## config.mk

```make
export PLATFORM = sky130hd
export DESIGN_NAME = mdio_management_master_unit
export DESIGN_NICKNAME = d
export VERILOG_FILES = /design/src/hw/rtl/mdio_mm_pkg.sv /design/src/hw/rtl/mdio_mm_csr.sv /design/src/hw/rtl/mdio_mm_engine.sv /design/src/hw/rtl/mdio_management_master_unit.sv
export VERILOG_INCLUDE_DIRS = /design/src /design/src/hw/rtl
export SDC_FILE = /design/constraint.sdc
export NUM_CORES = 1
export LEC_CHECK = 0
export BUFFER_PORTS_ARGS = -buffer_cell sky130_fd_sc_hd__buf_2
export CAP_MARGIN = 30
export CELL_PAD_IN_SITES_DETAIL_PLACEMENT = 1
export CELL_PAD_IN_SITES_GLOBAL_PLACEMENT = 1
export CORE_MARGIN = 2
export CORE_UTILIZATION = 47
export CTS_BUF_LIST = sky130_fd_sc_hd__clkbuf_8
export CTS_CLUSTER_DIAMETER = 120
export CTS_CLUSTER_SIZE = 16
export DETAILED_ROUTE_END_ITERATION = 8
export GPL_ROUTABILITY_DRIVEN = 0
export HOLD_SLACK_MARGIN = 0.15
export PLACE_DENSITY = 0.85
export SYNTH_ARGS = -nofsm -noshare
export SYNTH_HDL_FRONTEND = slang
export SYNTH_SLANG_ARGS = --single-unit
```

## constraint.sdc

```tcl
create_clock -name clock -period 4.8 [get_ports clock]
set_clock_uncertainty 0.1 [all_clocks]
set_input_delay 0.96 -clock clock [delete_from_list [all_inputs] [get_ports clock]]
set_output_delay 0.96 -clock clock [all_outputs]
set_load 0.05 [all_outputs]
```

## src/hw/rtl/assert_macros.svh

```systemverilog
// Assertion macros for the RTL file that carries checks (the unit top level).
`ifndef ASSERT_MACROS_SVH
`define ASSERT_MACROS_SVH

// Same-cycle implication, ignored while reset is high.
`define ASSERT_IMPLIES(label, clk, rst, ante, cons) \
   label: assert property (@(posedge clk) disable iff (rst) (ante) |-> (cons)) \
      else $error("assertion failed: same-cycle implication");

// Next-cycle implication, ignored while reset is high.
`define ASSERT_NEXT(label, clk, rst, ante, cons) \
   label: assert property (@(posedge clk) disable iff (rst) (ante) |=> (cons)) \
      else $error("assertion failed: next-cycle implication");

`endif

```

## src/hw/rtl/mdio_mm_pkg.sv

```systemverilog
// ----------------------------------------------------------------------------
// MDIO management master package
// Shared types, register map and frame codes.
// ----------------------------------------------------------------------------
`default_nettype none

package mdio_mm_pkg;

   localparam int CSR_ADDR_WIDTH = 3;
   localparam int CSR_DATA_WIDTH = 32;

   localparam logic [5:0]  PREAMBLE_RESET = 6'd33;
   localparam logic [15:0] NO_ACK_RESET   = 16'hBEEF;

   // register index is byte address bit 2
   typedef enum logic {
      CSR_PREAMBLE = 1'b0,
      CSR_NO_ACK   = 1'b1
   } csr_index_type;

   localparam logic CMD_START = 1'b0;
   localparam logic CMD_TICK  = 1'b1;

   // start bits
   localparam logic [1:0] ST_C22 = 2'b01;
   localparam logic [1:0] ST_C45 = 2'b00;
   // opcodes
   localparam logic [1:0] OP_ADDRESS  = 2'b00;
   localparam logic [1:0] OP_WRITE    = 2'b01;
   localparam logic [1:0] OP_READ_C22 = 2'b10;
   localparam logic [1:0] OP_READ_C45 = 2'b11;

   typedef struct packed {
      logic        command;
      logic        is_write;
      logic        clause45;
      logic [4:0]  phy_addr;
      logic [20:0] reg_addr;
      logic [15:0] write_data;
      logic        mdio_in;
   } req_type;

   typedef struct packed {
      logic        mdio_out;
      logic        mdio_drive;
      logic        busy_res;
      logic        done_res;
      logic [15:0] read_data;
      logic        no_ack;
   } rsp_type;

   typedef struct packed {
      logic [5:0]  preamble_length;
      logic [15:0] no_ack_value;
   } csr_cfg_type;

endpackage

`default_nettype wire

```

## src/hw/rtl/mdio_mm_csr.sv

```systemverilog
// ----------------------------------------------------------------------------
// MDIO master register file
// APB-style access to preamble length and no-ack read value.
// ----------------------------------------------------------------------------
`default_nettype none

module mdio_mm_csr import mdio_mm_pkg::*; (
   input  wire logic                      clock,
   input  wire logic                      reset,
   input  wire logic                      csr_psel,
   input  wire logic                      csr_penable,
   input  wire logic                      csr_pwrite,
   input  wire logic [CSR_ADDR_WIDTH-1:0] csr_paddr,
   input  wire logic [CSR_DATA_WIDTH-1:0] csr_pwdata,
   output logic      [CSR_DATA_WIDTH-1:0] csr_prdata,
   output logic                           csr_pready,
   output csr_cfg_type                    cfg
);

   csr_cfg_type   cfg_ff, cfg_in;
   csr_index_type index;
   logic          wr_en;

   assign csr_pready = 1'b1;
   assign index      = csr_index_type'(csr_paddr[2]);
   assign wr_en      = csr_psel & csr_penable & csr_pwrite & csr_pready;

   always_comb begin
      cfg_in = cfg_ff;
      if (wr_en) begin
         unique case (index)
            CSR_PREAMBLE: cfg_in.preamble_length = csr_pwdata[5:0];
            CSR_NO_ACK:   cfg_in.no_ack_value    = csr_pwdata[15:0];
            default:      cfg_in                 = cfg_ff;
         endcase
      end
   end

   always_comb begin
      unique case (index)
         CSR_PREAMBLE: csr_prdata = {26'd0, cfg_ff.preamble_length};
         CSR_NO_ACK:   csr_prdata = {16'd0, cfg_ff.no_ack_value};
         default:      csr_prdata = '0;
      endcase
   end

   always_ff @(posedge clock) begin
      if (reset) begin
         cfg_ff.preamble_length <= PREAMBLE_RESET;
         cfg_ff.no_ack_value    <= NO_ACK_RESET;
      end else begin
         cfg_ff <= cfg_in;
      end
   end

   assign cfg = cfg_ff;

endmodule

`default_nettype wire

```

## src/hw/rtl/mdio_mm_engine.sv

```systemverilog
// ----------------------------------------------------------------------------
// MDIO master frame engine
// Frame state and one MDC period of serialisation per tick item.
// ----------------------------------------------------------------------------
`default_nettype none

module mdio_mm_engine import mdio_mm_pkg::*; (
   input  wire logic   clock,
   input  wire logic   reset,
   input  wire logic   step_en,
   input  req_type     item,
   input  csr_cfg_type cfg,
   output rsp_type     result
);

   typedef enum logic [3:0] {
      PH_IDLE  = 4'd0,
      PH_PRE   = 4'd1,
      PH_START = 4'd2,
      PH_PHY   = 4'd3,
      PH_REG   = 4'd4,
      PH_TA    = 4'd5,
      PH_DATA  = 4'd6,
      PH_END   = 4'd7,
      PH_RTA   = 4'd8,
      PH_RDATA = 4'd9,
      PH_SKIP  = 4'd10
   } phase_type;

   phase_type   phase_ff, phase_in;
   logic [5:0]  bit_counter_ff, bit_counter_in;
   logic [15:0] shift_word_ff, shift_word_in;
   logic        held_write_ff, held_write_in;
   logic        held_clause45_ff, held_clause45_in;
   logic [4:0]  held_phy_ff, held_phy_in;
   logic [20:0] held_address_ff, held_address_in;
   logic        addr_sent_ff, addr_sent_in;

   logic        addr_frame;
   logic [1:0]  opcode;
   logic [3:0]  start_code;
   logic [4:0]  reg_field;
   logic [4:0]  five_field;
   logic [15:0] data_word;
   logic [5:0]  bc_inc;
   logic        five_bit;
   phase_type   frame_entry;

   assign addr_frame  = held_clause45_ff & ~addr_sent_ff;
   assign bc_inc      = bit_counter_ff + 6'd1;
   assign frame_entry = (cfg.preamble_length == 6'd0) ? PH_START : PH_PRE;
   assign reg_field   = held_clause45_ff ? held_address_ff[20:16] : held_address_ff[4:0];
   assign five_field  = (phase_ff == PH_PHY) ? held_phy_ff : reg_field;
   assign data_word   = addr_frame ? held_address_ff[15:0] : shift_word_ff;

   always_comb begin
      priority if (addr_frame)  opcode = OP_ADDRESS;
      else if (held_write_ff)   opcode = OP_WRITE;
      else if (held_clause45_ff) opcode = OP_READ_C45;
      else                      opcode = OP_READ_C22;
   end
   assign start_code = {held_clause45_ff ? ST_C45 : ST_C22, opcode};

   // MSB first over a five-bit field
   always_comb begin
      unique case (bit_counter_ff[2:0])
         3'd0:    five_bit = five_field[4];
         3'd1:    five_bit = five_field[3];
         3'd2:    five_bit = five_field[2];
         3'd3:    five_bit = five_field[1];
         3'd4:    five_bit = five_field[0];
         default: five_bit = 1'b0;
      endcase
   end

   always_comb begin
      phase_in         = phase_ff;
      bit_counter_in   = bit_counter_ff;
      shift_word_in    = shift_word_ff;
      held_write_in    = held_write_ff;
      held_clause45_in = held_clause45_ff;
      held_phy_in      = held_phy_ff;
      held_address_in  = held_address_ff;
      addr_sent_in     = addr_sent_ff;
      result           = '0;

      if (item.command == CMD_START) begin
         if (phase_ff == PH_IDLE || phase_ff > PH_SKIP) begin
            held_write_in    = item.is_write;
            held_clause45_in = item.clause45;
            held_phy_in      = item.phy_addr;
            held_address_in  = item.reg_addr;
            shift_word_in    = item.is_write ? item.write_data : 16'd0;
            addr_sent_in     = 1'b0;
            bit_counter_in   = 6'd0;
            phase_in         = frame_entry;
         end
      end else begin
         unique case (phase_ff)
            PH_PRE: begin
               result.mdio_drive = 1'b1;
               result.mdio_out   = 1'b1;
               bit_counter_in    = bc_inc;
               if (bc_inc >= cfg.preamble_length) begin
                  phase_in       = PH_START;
                  bit_counter_in = 6'd0;
               end
            end
            PH_START: begin
               result.mdio_drive = 1'b1;
               result.mdio_out   = start_code[~bit_counter_ff[1:0]];
               bit_counter_in    = bc_inc;
               if (bc_inc >= 6'd4) begin
                  phase_in       = PH_PHY;
                  bit_counter_in = 6'd0;
               end
            end
            PH_PHY: begin
               result.mdio_drive = 1'b1;
               result.mdio_out   = five_bit;
               bit_counter_in    = bc_inc;
               if (bc_inc >= 6'd5) begin
                  phase_in       = PH_REG;
                  bit_counter_in = 6'd0;
               end
            end
            PH_REG: begin
               result.mdio_drive = 1'b1;
               result.mdio_out   = five_bit;
               bit_counter_in    = bc_inc;
               if (bc_inc >= 6'd5) begin
                  bit_counter_in = 6'd0;
                  phase_in       = (addr_frame || held_write_ff) ? PH_TA : PH_RTA;
               end
            end
            PH_TA: begin
               result.mdio_drive = 1'b1;
               result.mdio_out   = (bit_counter_ff == 6'd0);
               bit_counter_in    = bc_inc;
               if (bc_inc >= 6'd2) begin
                  phase_in       = PH_DATA;
                  bit_counter_in = 6'd0;
               end
            end
            PH_DATA: begin
               result.mdio_drive = 1'b1;
               result.mdio_out   = data_word[~bit_counter_ff[3:0]];
               bit_counter_in    = bc_inc;
               if (bc_inc >= 6'd16) begin
                  phase_in       = PH_END;
                  bit_counter_in = 6'd0;
               end
            end
            PH_END: begin
               if (addr_frame) begin
                  addr_sent_in   = 1'b1;
                  bit_counter_in = 6'd0;
                  phase_in       = frame_entry;
               end else begin
                  result.done_res  = 1'b1;
                  result.read_data = held_write_ff ? 16'd0 : shift_word_ff;
                  phase_in         = PH_IDLE;
                  bit_counter_in   = 6'd0;
               end
            end
            PH_RTA: begin
               bit_counter_in = 6'd0;
               phase_in       = item.mdio_in ? PH_SKIP : PH_RDATA;
            end
            PH_RDATA: begin
               shift_word_in  = {shift_word_ff[14:0], item.mdio_in};
               bit_counter_in = bc_inc;
               if (bc_inc >= 6'd16) begin
                  phase_in       = PH_END;
                  bit_counter_in = 6'd0;
               end
            end
            PH_SKIP: begin
               bit_counter_in = bc_inc;
               if (bc_inc >= 6'd32) begin
                  result.done_res  = 1'b1;
                  result.no_ack    = 1'b1;
                  result.read_data = cfg.no_ack_value;
                  phase_in         = PH_IDLE;
                  bit_counter_in   = 6'd0;
               end
            end
            default: begin
               phase_in       = PH_IDLE;
               bit_counter_in = 6'd0;
            end
         endcase
      end

      result.busy_res = (phase_in != PH_IDLE) && (phase_in <= PH_SKIP);
   end

   always_ff @(posedge clock) begin
      if (reset) begin
         phase_ff         <= PH_IDLE;
         bit_counter_ff   <= 6'd0;
         shift_word_ff    <= 16'd0;
         held_write_ff    <= 1'b0;
         held_clause45_ff <= 1'b0;
         held_phy_ff      <= 5'd0;
         held_address_ff  <= 21'd0;
         addr_sent_ff     <= 1'b0;
      end else if (step_en) begin
         phase_ff         <= phase_in;
         bit_counter_ff   <= bit_counter_in;
         shift_word_ff    <= shift_word_in;
         held_write_ff    <= held_write_in;
         held_clause45_ff <= held_clause45_in;
         held_phy_ff      <= held_phy_in;
         held_address_ff  <= held_address_in;
         addr_sent_ff     <= addr_sent_in;
      end
   end

endmodule

`default_nettype wire

```

## src/hw/rtl/mdio_management_master_unit.sv

```systemverilog
// ----------------------------------------------------------------------------
// MDIO management master unit
// Clause 22 / clause 45 MDIO frame generator, one MDC period per tick.
// ----------------------------------------------------------------------------
// Use:
//   req_* carries one item per transfer: a start (command 0) latches the
//   request fields, a tick (command 1) advances the frame by one MDC
//   period and supplies the sampled MDIO level in req_mdio_in.
//   rsp_* returns exactly one result per item: the MDIO level and drive
//   enable for that period, busy, done, read data and no-ack.
//   csr_* is an APB-style port: preamble length at 0x0, no-ack read
//   value at 0x4. Write it only while no transaction is running.
// Timing:
//   An accepted item lands in the input register, is processed once the
//   output register is free and its result is registered there, which
//   drives rsp_valid. One item per cycle is sustained while rsp_ready
//   stays high; the only loop is the combinational frame state update.
// Reset:
//   synchronous; empties both registers, returns the frame engine to idle
//   and loads the register reset values (33 ones, no-ack value 0xBEEF).
// Back-pressure:
//   while rsp_ready is low the result holds; one further item is taken
//   into the input register, after which req_ready drops.
// ----------------------------------------------------------------------------
`default_nettype none

module mdio_management_master_unit import mdio_mm_pkg::*; (
   input  wire logic                      clock,
   input  wire logic                      reset,
   // request channel
   input  wire logic                      req_valid,
   output logic                           req_ready,
   input  wire logic                      req_command,
   input  wire logic                      req_is_write,
   input  wire logic                      req_clause45,
   input  wire logic [4:0]                req_phy_addr,
   input  wire logic [20:0]               req_reg_addr,
   input  wire logic [15:0]               req_write_data,
   input  wire logic                      req_mdio_in,
   // result channel
   output logic                           rsp_valid,
   input  wire logic                      rsp_ready,
   output logic                           rsp_mdio_out,
   output logic                           rsp_mdio_drive,
   output logic                           rsp_busy_res,
   output logic                           rsp_done_res,
   output logic [15:0]                    rsp_read_data,
   output logic                           rsp_no_ack,
   // configuration port
   input  wire logic                      csr_psel,
   input  wire logic                      csr_penable,
   input  wire logic                      csr_pwrite,
   input  wire logic [CSR_ADDR_WIDTH-1:0] csr_paddr,
   input  wire logic [CSR_DATA_WIDTH-1:0] csr_pwdata,
   output logic      [CSR_DATA_WIDTH-1:0] csr_prdata,
   output logic                           csr_pready
);

`include "assert_macros.svh"

   csr_cfg_type cfg;

   // input register
   logic    in_valid_ff, in_valid_in;
   req_type in_item_ff;
   // output register
   logic    out_valid_ff, out_valid_in;
   rsp_type out_item_ff;
   rsp_type step_result;

   logic req_xfer;
   logic out_free;
   logic advance;

   mdio_mm_csr u_csr (
      .clock       (clock),
      .reset       (reset),
      .csr_psel    (csr_psel),
      .csr_penable (csr_penable),
      .csr_pwrite  (csr_pwrite),
      .csr_paddr   (csr_paddr),
      .csr_pwdata  (csr_pwdata),
      .csr_prdata  (csr_prdata),
      .csr_pready  (csr_pready),
      .cfg         (cfg)
   );

   // Output slot frees when empty or being taken this cycle; the input
   // register moves on into it whenever it does.
   assign out_free  = ~out_valid_ff | rsp_ready;
   assign advance   = in_valid_ff & out_free;
   assign req_ready = ~in_valid_ff | out_free;
   assign req_xfer  = req_valid & req_ready;

   assign in_valid_in  = req_xfer | (in_valid_ff & ~advance);
   assign out_valid_in = advance | (out_valid_ff & ~rsp_ready);

   mdio_mm_engine u_engine (
      .clock   (clock),
      .reset   (reset),
      .step_en (advance),
      .item    (in_item_ff),
      .cfg     (cfg),
      .result  (step_result)
   );

   always_ff @(posedge clock) begin
      if (reset) begin
         in_valid_ff  <= 1'b0;
         out_valid_ff <= 1'b0;
      end else begin
         in_valid_ff  <= in_valid_in;
         out_valid_ff <= out_valid_in;
      end
   end

   // payload registers, no reset needed
   always_ff @(posedge clock) begin
      if (req_xfer) begin
         in_item_ff.command    <= req_command;
         in_item_ff.is_write   <= req_is_write;
         in_item_ff.clause45   <= req_clause45;
         in_item_ff.phy_addr   <= req_phy_addr;
         in_item_ff.reg_addr   <= req_reg_addr;
         in_item_ff.write_data <= req_write_data;
         in_item_ff.mdio_in    <= req_mdio_in;
      end
      if (advance) begin
         out_item_ff <= step_result;
      end
   end

   assign rsp_valid      = out_valid_ff;
   assign rsp_mdio_out   = out_item_ff.mdio_out;
   assign rsp_mdio_drive = out_item_ff.mdio_drive;
   assign rsp_busy_res   = out_item_ff.busy_res;
   assign rsp_done_res   = out_item_ff.done_res;
   assign rsp_read_data  = out_item_ff.read_data;
   assign rsp_no_ack     = out_item_ff.no_ack;

   // ---- checks ----
   // a no-ack completion reports the programmed no-ack value
   `ASSERT_IMPLIES(a_noack_value, clock, reset, rsp_valid && rsp_no_ack, rsp_done_res && rsp_read_data == cfg.no_ack_value)
   // a finishing transfer leaves the engine idle
   `ASSERT_IMPLIES(a_done_not_busy, clock, reset, rsp_valid && rsp_done_res, !rsp_busy_res)
   // a released line never carries a driven one
   `ASSERT_IMPLIES(a_out_needs_drive, clock, reset, rsp_valid && rsp_mdio_out, rsp_mdio_drive)
   // a held item with a full, stalled output slot stays put
   `ASSERT_NEXT(a_hold_input, clock, reset, in_valid_ff && out_valid_ff && !rsp_ready, in_valid_ff && out_valid_ff)

endmodule

`default_nettype wire

```

---- Word-level counts from Yosys, hierarchy flattened ----
Index checks and enable logic that the tools add are counted.
operators by class
  magnitude comparators ................... 10
  equality and inequality tests ........... 17
  $add $sub $neg .......................... 1
  bitwise gates (word level) .............. 20
  multiplexer cells ....................... 49
  reductions and logical operators ........ 18
operators with widths
  kind                                                                                  number
  16-bit two-way mux                                                                    6
  32-bit one-hot mux with 2 select lines                                                1
  6-bit two-way mux                                                                     8
  4-bit two-way mux                                                                     11
  4-bit one-hot mux with 9 select lines                                                 1
  6-bit one-hot mux with 6 select lines                                                 1
  17-bit one-hot mux with 2 select lines                                                1
  18-bit two-way mux                                                                    1
  17-bit two-way mux                                                                    1
  4-bit by 3-bit == test with 1-bit output (second input constant)                      4
  4-bit == test (second input constant)                                                 3
  6-bit by 3-bit greater-or-equal comparator with 1-bit output (second input constant)  2
  6-bit zero test                                                                       2
  5-bit two-way mux                                                                     2
  2-bit one-hot mux with 5 select lines                                                 1
  4-bit by 2-bit == test with 1-bit output (second input constant)                      2
  1-bit two-way mux                                                                     8
  2-bit two-way mux                                                                     4
  2-bit AND reduction                                                                   4
  1-bit bitwise AND                                                                     7
  1-bit inverter                                                                        7
  6-bit by 1-bit adder with 6-bit output (second input constant)                        1
  3-bit by 2-bit == test with 1-bit output (second input constant)                      2
  6-bit by 2-bit greater-or-equal comparator with 1-bit output (second input constant)  1
  26 further kinds                                                                      34
storage, ports and cells
  logic and storage cells ................. 140
  input port bits ......................... 88
  register bits after elaboration ......... 146

---- Depth between registers and ports, before layout ----
  depth after elaboration ................. 9
  mapped depth ............................ 12

---- Cells and area by module ----
From an unflattened synthesis, not the netlist that was laid out.
unflattened totals
  cell total of the unflattened synthesis .. 697
  area total of the unflattened synthesis .. 7170.6 µm²
by module, submodules not included
  module                       times used  area each (µm²)  cells an instance  sequential area each (µm²)
  mdio_mm_engine               1           3836.2           488                1101.1
  mdio_management_master_unit  1           2115.8           77                 2052.0
  mdio_mm_csr                  1           1218.7           132                440.4

---- Worst setup path before layout ----
No wires, ideal clock.
  path kind ............................... input to output
  from .................................... in csr_paddr[2]
  to ...................................... out csr_prdata[1]
  data arrival time ....................... 2.226 ns
  cell stages on the path ................. 2
  buffers on the path ..................... 1
  setup slack ............................. 1.514 ns
  cell sequence ........................... clkbuf_1 -> o21ai_0
between the ends
  longest elaborated chain between the ends .. 2
ends and longest elaborated chain
  item                                      line                               RTL
  start, declared                           mdio_management_master_unit.sv:53  input wire logic [CSR_ADDR_WIDTH-1:0] csr_paddr,
  1-bit inverter (no line)                  n/a
  32-bit one-hot mux with 2 select lines *  mdio_mm_csr.sv:40                  unique case (index)
  end, declared                             mdio_management_master_unit.sv:55  output logic [CSR_DATA_WIDTH-1:0] csr_prdata,
Every way passes the cells marked *; elsewhere a longest branch is shown, timed or not. The select of a mux whose other input is x is not followed.

---- Worst setup path in the final report ----
  from .................................... reg u_engine.bit_counter_ff[0]
  to ...................................... reg u_engine.bit_counter_ff[4]
between the ends
  longest elaborated chain between the ends .. 5
  elaborated cells between the ends (all ways) .. 15
  classes of those cells .................. add/sub (1); order compare (6); mux (8)
ends and longest elaborated chain
  item                                                             line                   RTL
  start, declared                                                  mdio_mm_engine.sv:31   logic [5:0] bit_counter_ff, bit_counter_in;
  start signal, assigned                                           mdio_mm_engine.sv:210  bit_counter_ff <= bit_counter_in;
  6-bit by 1-bit adder with 6-bit output *                         mdio_mm_engine.sv:50   assign bc_inc = bit_counter_ff + 6'd1;
  6-bit greater-or-equal comparator, or another cell as far along  mdio_mm_engine.sv:180  if (bc_inc >= 6'd32) begin
  6-bit two-way mux, or another cell as far along                  mdio_mm_engine.sv:180
  6-bit one-hot mux with 6 select lines *                          mdio_mm_engine.sv:99   unique case (phase_ff)
  6-bit two-way mux *                                              mdio_mm_engine.sv:87   if (item.command == CMD_START) begin
Every way passes the cells marked *; elsewhere a longest branch is shown, timed or not.
A chain may end at the register's enable or synchronous reset.

==> flow_summary.ini <==
[setup_path]
critPathKind = reg2reg
worstPathArrival_ps = 3810
required_ps = 5040
startpoint_type = flip-flop
setup.worst_path.start = u_engine.bit_counter_ff[0]
r2r_start = u_engine.bit_counter_ff[0]
worstSetupEndpointType = flip-flop
cp_max_fo = 15

[drt]
route.vias.total = 5432
dr.first_iter.drc_count = 271
drc_errors = 0
finalWirelength_mm = 17.8
via_per_inst = 5.77
dr.pass1.iters = 5
antenna_left = 0
wire_per_inst_um = 18.9

[synthesis]
synthFlopType = dfxtp_1
synth_edf_count = 67
syn_avg_cell_area_um2 = 10.3
synth_cell_type_count = 62
yosysSeqAreaShare = 0.536
yosys_warnings = 0
synthArstFlopShare = 0
synth_area_um2 = 6710
synthCells = 654
synth-seq-cells = 146

[grt]
grt_util_all_layers = 0.242
grt_overflow = 0
grt_max_degree = 54
grt_antenna_before_repair = 0
grt_pass1_vias = 5393
grt_pass1_wl_mm = 28.1

[floorplan]
dieArea_um2 = 15200
io_pins = 144
core_um2 = 13900
start_util = 0.482
num_rows = 43
die_height_um = 123
die_w_um = 123

[cts]
clkSinkCount = 146
clock_path_buffers = 2
cts_tree = done
cts-root-buf = clkbuf_8
cts_setup_buffers = 0
ctsHoldBuffers = 0
htreeDepth = 4
cts_made_buffers = 17
clk_pin_slew_ps = 80
cts.repair.resized = 0
clock_latency_ps = 450

[timing]
tightest_slew_ps = 968
hold_violations = 0
relSlewSlack = 0.354
finalSetupTns_ps = 0
timing.fmax_mhz = 280
report.final.slew_viol_count = 0
period_minus_slack_ps = 3570
rsz0062_at_grt = false
setup_viol = 0
period_share = 0.743

[final_layout]
layout.cells.non_filler = 942
layout_common_cells = nand2_1, buf_2, dfxtp_1
nNetsFinal = 849
syn2layout_area_growth_pct = 15.0
drive_above_1_share = 0.227
final_common_cell = nand2_1
antennaDiodeCount = 0
fillers = 1604

[placement]
dp_cells = 909
hpwl_mm = 13.3
numPortBuffers = 108

[power_and_ir_drop]
power_frac_comb = 0.100
powerDensity_nw_per_um2 = 338
power.switching_w = 0.000700
irDropWorstVdd_mv = 0.201
pwr-share-seq = 0.532
p_int_w = 0.00191
power.leakage_nw = 2.95
p_clk_frac = 0.368
switching_share = 0.268

[flow_run]
drv_cap = 0

[worst_hold_path]
hp-start = u_engine.held_address_ff[14]
holdCritPathClass = reg2reg

[run_status]
outcome = finished, final reports clean
[registers in the layout (all words and copies together), names as in the netlist]
signal / count
in_item_ff: 46
in_valid_ff: 1
rsp_busy_res: 1
rsp_done_res: 1
rsp_mdio_drive: 1
rsp_mdio_out: 1
rsp_no_ack: 1
rsp_read_data: 16
rsp_valid: 1
u_csr.cfg: 22
u_engine.addr_sent_ff: 1
u_engine.bit_counter_ff: 6
u_engine.held_address_ff: 21
u_engine.held_clause45_ff: 1
u_engine.held_phy_ff: 5
u_engine.held_write_ff: 1
u_engine.phase_ff: 4
u_engine.shift_word_ff: 16
[final cells by class]
cell class                      instances  area [um^2]  area share
Sequential cell                       146         3590       0.466
Multi-Input combinational cell        450         2820       0.365
Timing Repair Buffer                  117          621      0.0804
Clock buffer                           18          248      0.0321
Tap cell                              180          225      0.0292
Clock inverter                         14          153      0.0198
Inverter                               17         63.8     0.00827
[power groups by stage]
stage / clock, W / combinational (W) / sequential, W
final: 0.000962 / 0.000260 / 0.00139
after global routing: 0.00104 / 0.000282 / 0.00140
after CTS: 0.000982 / 0.000261 / 0.00139
after detailed placement: 0 / 0.000260 / 0.00142
after global placement: 0 / 0.000246 / 0.00141
after floorplan: 0 / 0.000171 / 0.00143
[layer usage]
metal	wire length, um	share of wire	GRT usage	vias up
met3	1160	0.065	0.0452	33
met4	338	0.019	0.0831	0
met1	7690	0.43	0.313	2629
met2	8600	0.48	0.407	241
met5	0	0	0	-
li1	-	-	-	2529
[critical path, cell delays in order, from the launching register on]
cell and delay, ps:
dfxtp_1 810, nand3_1 180, xor2_1 480, inv_1 160, ha_1 340, o211ai_1 100
o21ai_0 170, a21oi_1 100, maj3_2 340, o211a_1 270, nand2b_1 160, a32o_1 260
[final timing paths]
path / to / slack (ps) / cells after the start
max reg2reg: u_engine.bit_counter_ff[4] / 1230 / 11
min reg2reg: u_engine.held_address_ff[14] / 360 / 2
min: u_engine.held_address_ff[14] / 360 / 2
max: u_engine.bit_counter_ff[4] / 1230 / 11
[per-stage QoR]
step	utilization	setup WS [ps]	cell area, um^2	total power, W	hold WS, ps
final	0.554	1230	7720	0.00261	361
after global placement	0.522	1370	7280	0.00166	344
after CTS	0.553	1270	7710	0.00263	361
after floorplan	-	1510	6770	0.00160	333
after global routing	0.554	1010	7720	0.00271	386
after detailed placement	0.525	1140	7310	0.00168	350
[cell usage after synthesis (3+ instances only)]
library cell,n,area [um^2]
nor4_1,3,18.8
a211oi_1,17,128
nand2b_1,6,37.5
o211ai_1,4,30.0
a32o_1,4,40.0
inv_1,16,60.1
mux2i_1,4,40.0
dfxtp_1,79,1580
edfxtp_1,67,2010
nand3_1,12,60.1
nand3b_1,13,97.6
ha_1,12,150
clkbuf_1,26,97.6
o2111ai_1,3,26.3
mux2_2,5,56.3
nor3_1,10,50.1
buf_2,8,40.0
and2_1,14,87.6
mux4_2,11,248
nor2b_1,14,87.6
a22o_1,13,114
buf_4,19,143
a22oi_1,24,180
nor2_1,40,150
nand2_1,115,432
o21a_1,4,30.0
o21ai_0,20,100
a31oi_1,3,18.8
a21oi_1,45,225
or3_1,3,18.8
[logic make-up after synthesis]
group	synth area share
flip-flops	0.536
other	0.00112
buffers and inverters	0.0541
AO/OA/AOI/OAI	0.167
adder cells (fa/ha/maj)	0.0241
AND/OR/NAND/NOR	0.164
multiplexers	0.0513
XOR/XNOR	0.00261
Power figures use the tool's default switching activity.
